**config.mk**
```make
export PLATFORM = sky130hd
export DESIGN_NAME = integer_alu_with_power
export DESIGN_NICKNAME = d
export VERILOG_FILES = /design/src/sv/ialu_pkg.sv /design/src/sv/ialu_ctrl.sv /design/src/sv/ialu_dp.sv /design/src/sv/integer_alu_with_power.sv
export SDC_FILE = /design/constraint.sdc
export NUM_CORES = 2
export LEC_CHECK = 0
export ABC_CLOCK_PERIOD_IN_PS = 16700
export BUFFER_PORTS_ARGS = -buffer_cell sky130_fd_sc_hd__buf_2
export CAP_MARGIN = 5
export CORE_MARGIN = 4
export CORE_UTILIZATION = 60
export CTS_CLUSTER_SIZE = 10
export DETAILED_ROUTE_END_ITERATION = 7
export GPL_TIMING_DRIVEN = 0
export PLACE_DENSITY_LB_ADDON = 0.25
export SLEW_MARGIN = 10
export SYNTH_ARGS = -nofsm -noshare
export SYNTH_HDL_FRONTEND = slang
export SYNTH_SLANG_ARGS = --single-unit
```
**constraint.sdc**
```tcl
create_clock -name clk -period 16.7 [get_ports clk]
set_clock_uncertainty 0.2 [all_clocks]
set_input_delay 3.34 -clock clk [delete_from_list [all_inputs] [get_ports clk]]
set_output_delay 3.34 -clock clk [all_outputs]
set_load 0.01 [all_outputs]
```
**src/sv/ialu_pkg.sv**
```systemverilog
// Shared types and constants for the integer ALU with power.
package ialu_pkg;

  // Fixed field widths of the stream payloads.
  localparam int MODE_W    = 4;
  localparam int FIELD_W   = 32;
  localparam int S_TDATA_W = 72;
  localparam int M_TDATA_W = 32;

  // Multiplier bits retired per cycle by each shift-add unit.
  localparam int MUL_DIGIT = 8;

  // Operation codes.
  typedef enum logic [MODE_W-1:0] {
    OP_ADD = 4'd0,
    OP_SUB = 4'd1,
    OP_MUL = 4'd2,
    OP_DIV = 4'd3,
    OP_REM = 4'd4,
    OP_POW = 4'd5,
    OP_EQ  = 4'd6,
    OP_NE  = 4'd7,
    OP_LT  = 4'd8,
    OP_LE  = 4'd9,
    OP_GE  = 4'd10,
    OP_GT  = 4'd11
  } mode_t;

  // Controller states.
  typedef enum logic [2:0] {
    ST_IDLE,
    ST_DECODE,
    ST_MUL,
    ST_DIV,
    ST_POW_TEST,
    ST_POW_MUL,
    ST_POW_UPD,
    ST_FINISH
  } state_t;

  // Commands from the controller to the datapath.
  typedef struct packed {
    logic load;
    logic mul_init;
    logic mul_step;
    logic div_init;
    logic div_step;
    logic pow_init;
    logic pow_step_init;
    logic pow_update;
    logic res_load;
  } cmd_t;

  // Status from the datapath to the controller.
  typedef struct packed {
    mode_t mode;
    logic  div_zero;
    logic  exp_neg;
    logic  exp_zero;
    logic  last_step;
    logic  out_busy;
  } stat_t;

endpackage

```
**src/sv/ialu_ctrl.sv**
```systemverilog
// Controller state machine that sequences the ALU datapath.
module ialu_ctrl
  import ialu_pkg::*;
(
  input  logic   clk,
  input  logic   rst,
  input  logic   in_valid,
  input  stat_t  stat,
  output logic   in_ready,
  output cmd_t   cmd
);

  state_t state;
  state_t state_next;

  // State register.
  always_ff @(posedge clk) begin
    if (rst) begin
      state <= ST_IDLE;
    end else begin
      state <= state_next;
    end
  end

  // Next-state logic.
  always_comb begin
    state_next = state;
    case (state)
      ST_IDLE: begin
        if (in_valid) state_next = ST_DECODE;
      end
      ST_DECODE: begin
        case (stat.mode)
          OP_MUL: state_next = ST_MUL;
          OP_DIV, OP_REM: state_next = stat.div_zero ? ST_FINISH : ST_DIV;
          OP_POW: state_next = stat.exp_neg ? ST_FINISH : ST_POW_TEST;
          default: state_next = ST_FINISH;
        endcase
      end
      ST_MUL: begin
        if (stat.last_step) state_next = ST_FINISH;
      end
      ST_DIV: begin
        if (stat.last_step) state_next = ST_FINISH;
      end
      ST_POW_TEST: begin
        state_next = stat.exp_zero ? ST_FINISH : ST_POW_MUL;
      end
      ST_POW_MUL: begin
        if (stat.last_step) state_next = ST_POW_UPD;
      end
      ST_POW_UPD: begin
        state_next = ST_POW_TEST;
      end
      ST_FINISH: begin
        if (!stat.out_busy) state_next = ST_IDLE;
      end
      default: state_next = ST_IDLE;
    endcase
  end

  // Command outputs; no request is taken while reset is held.
  always_comb begin
    cmd      = '0;
    in_ready = 1'b0;
    case (state)
      ST_IDLE: begin
        in_ready = !rst;
        cmd.load = in_valid && !rst;
      end
      ST_DECODE: begin
        case (stat.mode)
          OP_MUL: cmd.mul_init = 1'b1;
          OP_DIV, OP_REM: cmd.div_init = !stat.div_zero;
          OP_POW: cmd.pow_init = !stat.exp_neg;
          default: cmd = '0;
        endcase
      end
      ST_MUL: begin
        cmd.mul_step = 1'b1;
      end
      ST_DIV: begin
        cmd.div_step = 1'b1;
      end
      ST_POW_TEST: begin
        cmd.pow_step_init = !stat.exp_zero;
      end
      ST_POW_MUL: begin
        cmd.mul_step = 1'b1;
      end
      ST_POW_UPD: begin
        cmd.pow_update = 1'b1;
      end
      ST_FINISH: begin
        cmd.res_load = !stat.out_busy;
      end
      default: cmd = '0;
    endcase
  end

endmodule

```
**src/sv/ialu_dp.sv**
```systemverilog
// Datapath: operand registers, shift-add multipliers, divider and output register.
module ialu_dp
  import ialu_pkg::*;
#(
  parameter int DATA_WIDTH = 32
) (
  input  logic                 clk,
  input  logic                 rst,
  input  cmd_t                 cmd,
  input  logic [S_TDATA_W-1:0] in_data,
  input  logic                 out_ready,
  output stat_t                stat,
  output logic                 out_valid,
  output logic [FIELD_W-1:0]   out_value,
  output logic                 out_error
);

  localparam int W         = DATA_WIDTH;
  localparam int MUL_STEPS = (DATA_WIDTH + MUL_DIGIT - 1) / MUL_DIGIT;
  localparam int CNT_W     = $clog2(DATA_WIDTH);

  mode_t          mode_reg;
  logic [W-1:0]   a_reg;
  logic [W-1:0]   b_reg;
  logic [CNT_W-1:0] cnt;

  // Two shift-add multiplier units.
  logic [W-1:0]   mcand_a, mplier_a, prod_a;
  logic [W-1:0]   mcand_b, mplier_b, prod_b;
  logic [W+MUL_DIGIT-1:0] pp_a, pp_b;

  // Power loop registers.
  logic [W-1:0]   acc;
  logic [W-1:0]   base;
  logic [W-1:0]   expo;

  // Restoring divider registers.
  logic [W-1:0]   quo;
  logic [W-1:0]   rmd;
  logic [W-1:0]   dvs;
  logic [W:0]     div_shift;
  logic [W:0]     div_diff;
  logic [W-1:0]   mag_a, mag_b;

  logic [W-1:0]   res;
  logic           res_err;
  logic           a_neg, b_neg;

  assign a_neg = a_reg[W-1];
  assign b_neg = b_reg[W-1];
  assign mag_a = a_neg ? (~a_reg + 1'b1) : a_reg;
  assign mag_b = b_neg ? (~b_reg + 1'b1) : b_reg;

  assign pp_a = mcand_a * mplier_a[MUL_DIGIT-1:0];
  assign pp_b = mcand_b * mplier_b[MUL_DIGIT-1:0];

  assign div_shift = {rmd, quo[W-1]};
  assign div_diff  = div_shift - {1'b0, dvs};

  // Operand capture.
  always_ff @(posedge clk) begin
    if (cmd.load) begin
      mode_reg <= mode_t'(in_data[MODE_W-1:0]);
      a_reg    <= W'(signed'(in_data[MODE_W +: FIELD_W]));
      b_reg    <= W'(signed'(in_data[MODE_W+FIELD_W +: FIELD_W]));
    end
  end

  // Shared step counter: loaded with steps minus one, done at zero.
  always_ff @(posedge clk) begin
    if (cmd.mul_init || cmd.pow_step_init) begin
      cnt <= CNT_W'(MUL_STEPS - 1);
    end else if (cmd.div_init) begin
      cnt <= CNT_W'(DATA_WIDTH - 1);
    end else if ((cmd.mul_step || cmd.div_step) && cnt != '0) begin
      cnt <= cnt - 1'b1;
    end
  end

  // Multiplier units, one digit of the multiplier per cycle.
  always_ff @(posedge clk) begin
    if (cmd.mul_init) begin
      mcand_a  <= a_reg;
      mplier_a <= b_reg;
      prod_a   <= '0;
    end else if (cmd.pow_step_init) begin
      mcand_a  <= acc;
      mplier_a <= base;
      prod_a   <= '0;
      mcand_b  <= base;
      mplier_b <= base;
      prod_b   <= '0;
    end else if (cmd.mul_step) begin
      prod_a   <= prod_a + pp_a[W-1:0];
      mcand_a  <= mcand_a << MUL_DIGIT;
      mplier_a <= mplier_a >> MUL_DIGIT;
      prod_b   <= prod_b + pp_b[W-1:0];
      mcand_b  <= mcand_b << MUL_DIGIT;
      mplier_b <= mplier_b >> MUL_DIGIT;
    end
  end

  // Square-and-multiply state.
  always_ff @(posedge clk) begin
    if (cmd.pow_init) begin
      acc  <= W'(1);
      base <= a_reg;
      expo <= b_reg;
    end else if (cmd.pow_update) begin
      if (expo[0]) acc <= prod_a;
      base <= prod_b;
      expo <= expo >> 1;
    end
  end

  // Restoring divider on magnitudes, one quotient bit per cycle.
  always_ff @(posedge clk) begin
    if (cmd.div_init) begin
      quo <= mag_a;
      rmd <= '0;
      dvs <= mag_b;
    end else if (cmd.div_step) begin
      if (!div_diff[W]) begin
        rmd <= div_diff[W-1:0];
        quo <= {quo[W-2:0], 1'b1};
      end else begin
        rmd <= div_shift[W-1:0];
        quo <= {quo[W-2:0], 1'b0};
      end
    end
  end

  // Result selection by operation.
  always_comb begin
    res     = '0;
    res_err = 1'b0;
    case (mode_reg)
      OP_ADD: res = a_reg + b_reg;
      OP_SUB: res = a_reg - b_reg;
      OP_MUL: res = prod_a;
      OP_DIV: begin
        if (b_reg == '0) begin
          res_err = 1'b1;
        end else begin
          res = (a_neg != b_neg) ? (~quo + 1'b1) : quo;
        end
      end
      OP_REM: begin
        if (b_reg == '0) begin
          res_err = 1'b1;
        end else begin
          res = a_neg ? (~rmd + 1'b1) : rmd;
        end
      end
      OP_POW: begin
        if (b_neg) begin
          // Only a base of one or minus one survives a negative exponent.
          if (a_reg == '1) begin
            res = b_reg[0] ? '1 : W'(1);
          end else if (a_reg == W'(1)) begin
            res = W'(1);
          end else begin
            res = '0;
          end
        end else begin
          res = acc;
        end
      end
      OP_EQ: res = W'(a_reg == b_reg);
      OP_NE: res = W'(a_reg != b_reg);
      OP_LT: res = W'($signed(a_reg) < $signed(b_reg));
      OP_LE: res = W'($signed(a_reg) <= $signed(b_reg));
      OP_GE: res = W'($signed(a_reg) >= $signed(b_reg));
      OP_GT: res = W'($signed(a_reg) > $signed(b_reg));
      default: res = '0;
    endcase
  end

  // Output register; a new result may load as the old one is taken.
  always_ff @(posedge clk) begin
    if (rst) begin
      out_valid <= 1'b0;
    end else if (cmd.res_load) begin
      out_valid <= 1'b1;
    end else if (out_ready) begin
      out_valid <= 1'b0;
    end
  end

  always_ff @(posedge clk) begin
    if (cmd.res_load) begin
      out_value <= FIELD_W'(signed'(res));
      out_error <= res_err;
    end
  end

  // Status to the controller.
  always_comb begin
    stat.mode      = mode_reg;
    stat.div_zero  = (b_reg == '0);
    stat.exp_neg   = b_neg;
    stat.exp_zero  = (expo == '0);
    stat.last_step = (cnt == '0);
    stat.out_busy  = out_valid && !out_ready;
  end

endmodule

```
**src/sv/integer_alu_with_power.sv**
```systemverilog
// Top level of the signed integer ALU with add, subtract, multiply, divide, remainder, power and compares.
// Add, sub, compares and unused codes go from decode straight to the result register;
// mul first steps through the 8-bit-per-cycle shift-add multiplier;
// div and rem first step through the radix-2 divider, which a zero divisor skips.
// pow tests, multiplies and updates once per significant exponent bit, and skips the loop if negative.
// One request in flight; the next is taken in the idle state that follows the result load.
// Synchronous active-high reset returns the controller to idle and empties the output.
module integer_alu_with_power
  import ialu_pkg::*;
#(
  parameter int DATA_WIDTH = 32
) (
  input  logic                 clk,
  input  logic                 rst,
  input  logic                 s_tvalid,
  output logic                 s_tready,
  // s_tdata: mode [3:0], left_operand [35:4], right_operand [67:36], zero fill.
  input  logic [S_TDATA_W-1:0] s_tdata,
  output logic                 m_tvalid,
  input  logic                 m_tready,
  // m_tdata: result_value [31:0].
  output logic [M_TDATA_W-1:0] m_tdata,
  // m_tuser: divide_error [0].
  output logic                 m_tuser
);

  cmd_t  cmd;
  stat_t stat;

  ialu_ctrl u_ctrl (
    .clk      (clk),
    .rst      (rst),
    .in_valid (s_tvalid),
    .stat     (stat),
    .in_ready (s_tready),
    .cmd      (cmd)
  );

  ialu_dp #(
    .DATA_WIDTH (DATA_WIDTH)
  ) u_dp (
    .clk       (clk),
    .rst       (rst),
    .cmd       (cmd),
    .in_data   (s_tdata),
    .out_ready (m_tready),
    .stat      (stat),
    .out_valid (m_tvalid),
    .out_value (m_tdata),
    .out_error (m_tuser)
  );

  // A divide error always comes with a zero result.
  assert property (@(posedge clk) disable iff (rst)
    (m_tvalid && m_tuser) |-> (m_tdata == '0))
    else $error("divide error with nonzero result");

  // Once a request is taken, no other is accepted in the next cycle.
  assert property (@(posedge clk) disable iff (rst)
    (s_tvalid && s_tready) |=> !s_tready)
    else $error("request accepted while busy");

  // A new result never overwrites one that is still waiting.
  assert property (@(posedge clk) disable iff (rst)
    cmd.res_load |-> !(m_tvalid && !m_tready))
    else $error("pending result overwritten");

endmodule

```
==> impl_metrics.ini <==
[run_status]
status = complete, but fails checks
violations = design-rule violations, max-capacitance violations, max-slew violations

[route]
vias = 36600
drc = 7
first_pass_iters = 8
wl_um = 153000
vias_per_cell = 6.42
wl_per_cell_um = 26.8
ant_nets = 0
drt_iter0_drc = 5079

[logic_synthesis]
async_reset_ff_share_pct = 0
synth_cells = 4540
ys_ff_latch = 494
synth_warnings = 0
synth_xor_area_share_pct = 4.48
ys_seq_area_share_pct = 32.5
synth-simple-area-share_pct = 16.7
synth_cell_type_count = 85
synthFlopType = edfxtp_1
synth_fa_ha_area_share_pct = 23.1
synth_compound_area_share_pct = 13.8
netlist_area_um2 = 42400
syn_nets = 5175
synth_edf_count = 389
synth.mux.area_fraction_pct = 2.30
synth_top_family_by_area = adder cells
synth_area_per_cell_um2 = 9.35

[placed_design]
numPortBuffers = 106
gp_congestion = 1.04
dp_hpwl_um = 118000

[timing]
post-route-period-util_pct = 49.8
slew_violations = 1
finalCriticalPeriod_ns = 8.32
slew_headroom_pct = -0.613
fin_setup_tns_ns = 0
hold_viol = 0
setup_viol = 0
max_clock_freq_mhz = 120
worstMarginPinSlew_ns = 1.49
rsz0062_at_grt = no

[setup_path]
r2r_start = u_dp.mplier_b[2]
cp_slowest_cell = nor4_1
slowest_delay_ns = 0.99
path_common_cell = buf_2
ff2ff_setup_slack_ns = 9.80
end_kind = primary output
worstPathMaxFanout = 5
cp_cell_sequence = buf_2, nor4_1, buf_2
arrival_ns = 4.78
crit_start = rst
worstSetupPathType = primary input to primary output
required_ns = 13.16
start_kind = primary input

[die]
rows = 97
coreArea_um2 = 70000
pin_count = 111
die_area_um2 = 75100
die_h_um = 274
initial_core_util_pct = 60.6
die_w_um = 274

[final_layout]
nFillCells = 5772
fin_nets = 5349
area_growth_pct = 8.70
drive_above_1_share_pct = 5.74
fin_util_pct = 65.9

[clocking]
cts_tree = built
ctsHtreeMaxLevel = 2
clk_latency_ns = 0.66
clock_sinks = 494
cts_buffer_depth = 3
path_clk_slew_ns = 0.06
cts_inserted_buffers = 59
cts_hold_buf = 0
post-cts-setup-buffer-count = 0
cts-root-buf = clkbuf_16
post_cts_resized = 0

[worst_hold_path]
hp-class = register to register
min_from = u_dp.prod_a[20]

[grt]
grt.overflow.total = 0
grt_max_degree = 69
antenna_found_initial = 11
grt_pass1_wl_um = 224000
grt_usage_pct = 40.4
grt_pass1_vias = 34500

[flow_run]
cap_viol_max_count = 1
-- final timing paths --
path,to,depth (start not counted)
max,s_tready,3
min,u_dp.acc[20],2
min reg2reg,u_dp.acc[20],2
max reg2reg,u_dp.prod_b[24],20
-- final cells by class --
cell class,count,area (um^2),share of cell area [%]
diodes,11,27.5,0.0597
multi-input cells,3240,25700,55.6
clock buffers,88,1640,3.55
well taps,940,1180,2.55
inverters,595,2230,4.84
repair buffers,113,683,1.48
flip-flops and latches,494,13800,29.9
plain buffers,211,821,1.78
clock inverters,11,124,0.268
-- logic make-up after synthesis --
group	after synthesis
adders and majority gates	559
AOI/OAI and AO/OA	910
buffers and inverters	806
and+or+nand+nor	1460
DFF	494
xor gates and xnor gates	217
muxes	93
other	1
-- stage by stage --
step	cell area [um^2]	cells	hold slack, ns	setup WS (ns)
finish	46100	5703	0.263	8.38
global route	46100	5693	0.291	8.40
CTS	46100	5691	0.262	8.57
detailed placement	44300	5592	0.255	8.58
global placement	44200	5586	0.245	8.62
floorplan	42400	4540	0.232	9.42
-- worst max-delay path: cells and delay by family --
| family | cells | cell delay [ns] |
|---|---|---|
| simple gates | 1 | 0.99 |
| buf+inv | 2 | 0.45 |
-- placed cells by master, fill, tap and decap left out, types with 30 or more instances in the layout --
master / synthesis / routed
xnor2_1: 137 / 137
a221o_1: 30 / 30
clkbuf_16: 0 / 60
clkbuf_1: 187 / 212
o31ai_1: 33 / 33
a21o_1: 79 / 79
nand3_1: 98 / 98
o221ai_1: 33 / 33
mux2i_1: 58 / 58
xor2_1: 80 / 80
edfxtp_1: 389 / 389
and2_1: 318 / 317
nor2_1: 172 / 171
nor3_1: 62 / 62
ha_1: 184 / 184
inv_1: 593 / 592
mux2_2: 35 / 35
fa_1: 375 / 375
buf_2: 8 / 114
dfxtp_1: 105 / 105
nand2_1: 608 / 606
a21oi_1: 222 / 222
o21ai_0: 268 / 267
-- cell usage after synthesis, types with 14 or more instances --
cell type,instances,area [um^2]
a221o_1,30,300
clkbuf_1,187,702
fa_1,375,7510
mux2_2,35,394
and2_1,318,1990
a21oi_1,222,1110
nor3_1,62,310
nand3_1,98,490
a21o_1,79,593
a31oi_1,23,144
dfxtp_1,105,2100
nor4_1,28,175
nand2_1,608,2280
o221ai_1,33,289
nand2b_1,26,163
a211oi_1,14,105
or3_1,23,144
nor2b_1,23,144
o22ai_1,19,119
o21a_1,23,173
mux2i_1,58,581
xnor2_1,137,1200
ha_1,184,2300
nand4_1,22,138
o31ai_1,33,248
nor2_1,172,646
edfxtp_1,389,11700
inv_1,593,2230
xor2_1,80,701
o21ai_0,268,1340
o21bai_1,19,143
o211ai_1,15,113
and3_1,21,131
-- metal layers --
layer  GRT usage, %  vias to the layer above  share of wire [%]
met2           59.6                     2507                 42
met3           11.5                      472                 13
met1           56.4                    17900                 39
li1               -                    15700                  -
met4           16.8                        4                5.2
met5              0                        -              0.022
Power is left out: the tool's default activity adds up to more than one toggle a clock period on the data nets, which glitch-free logic cannot reach.
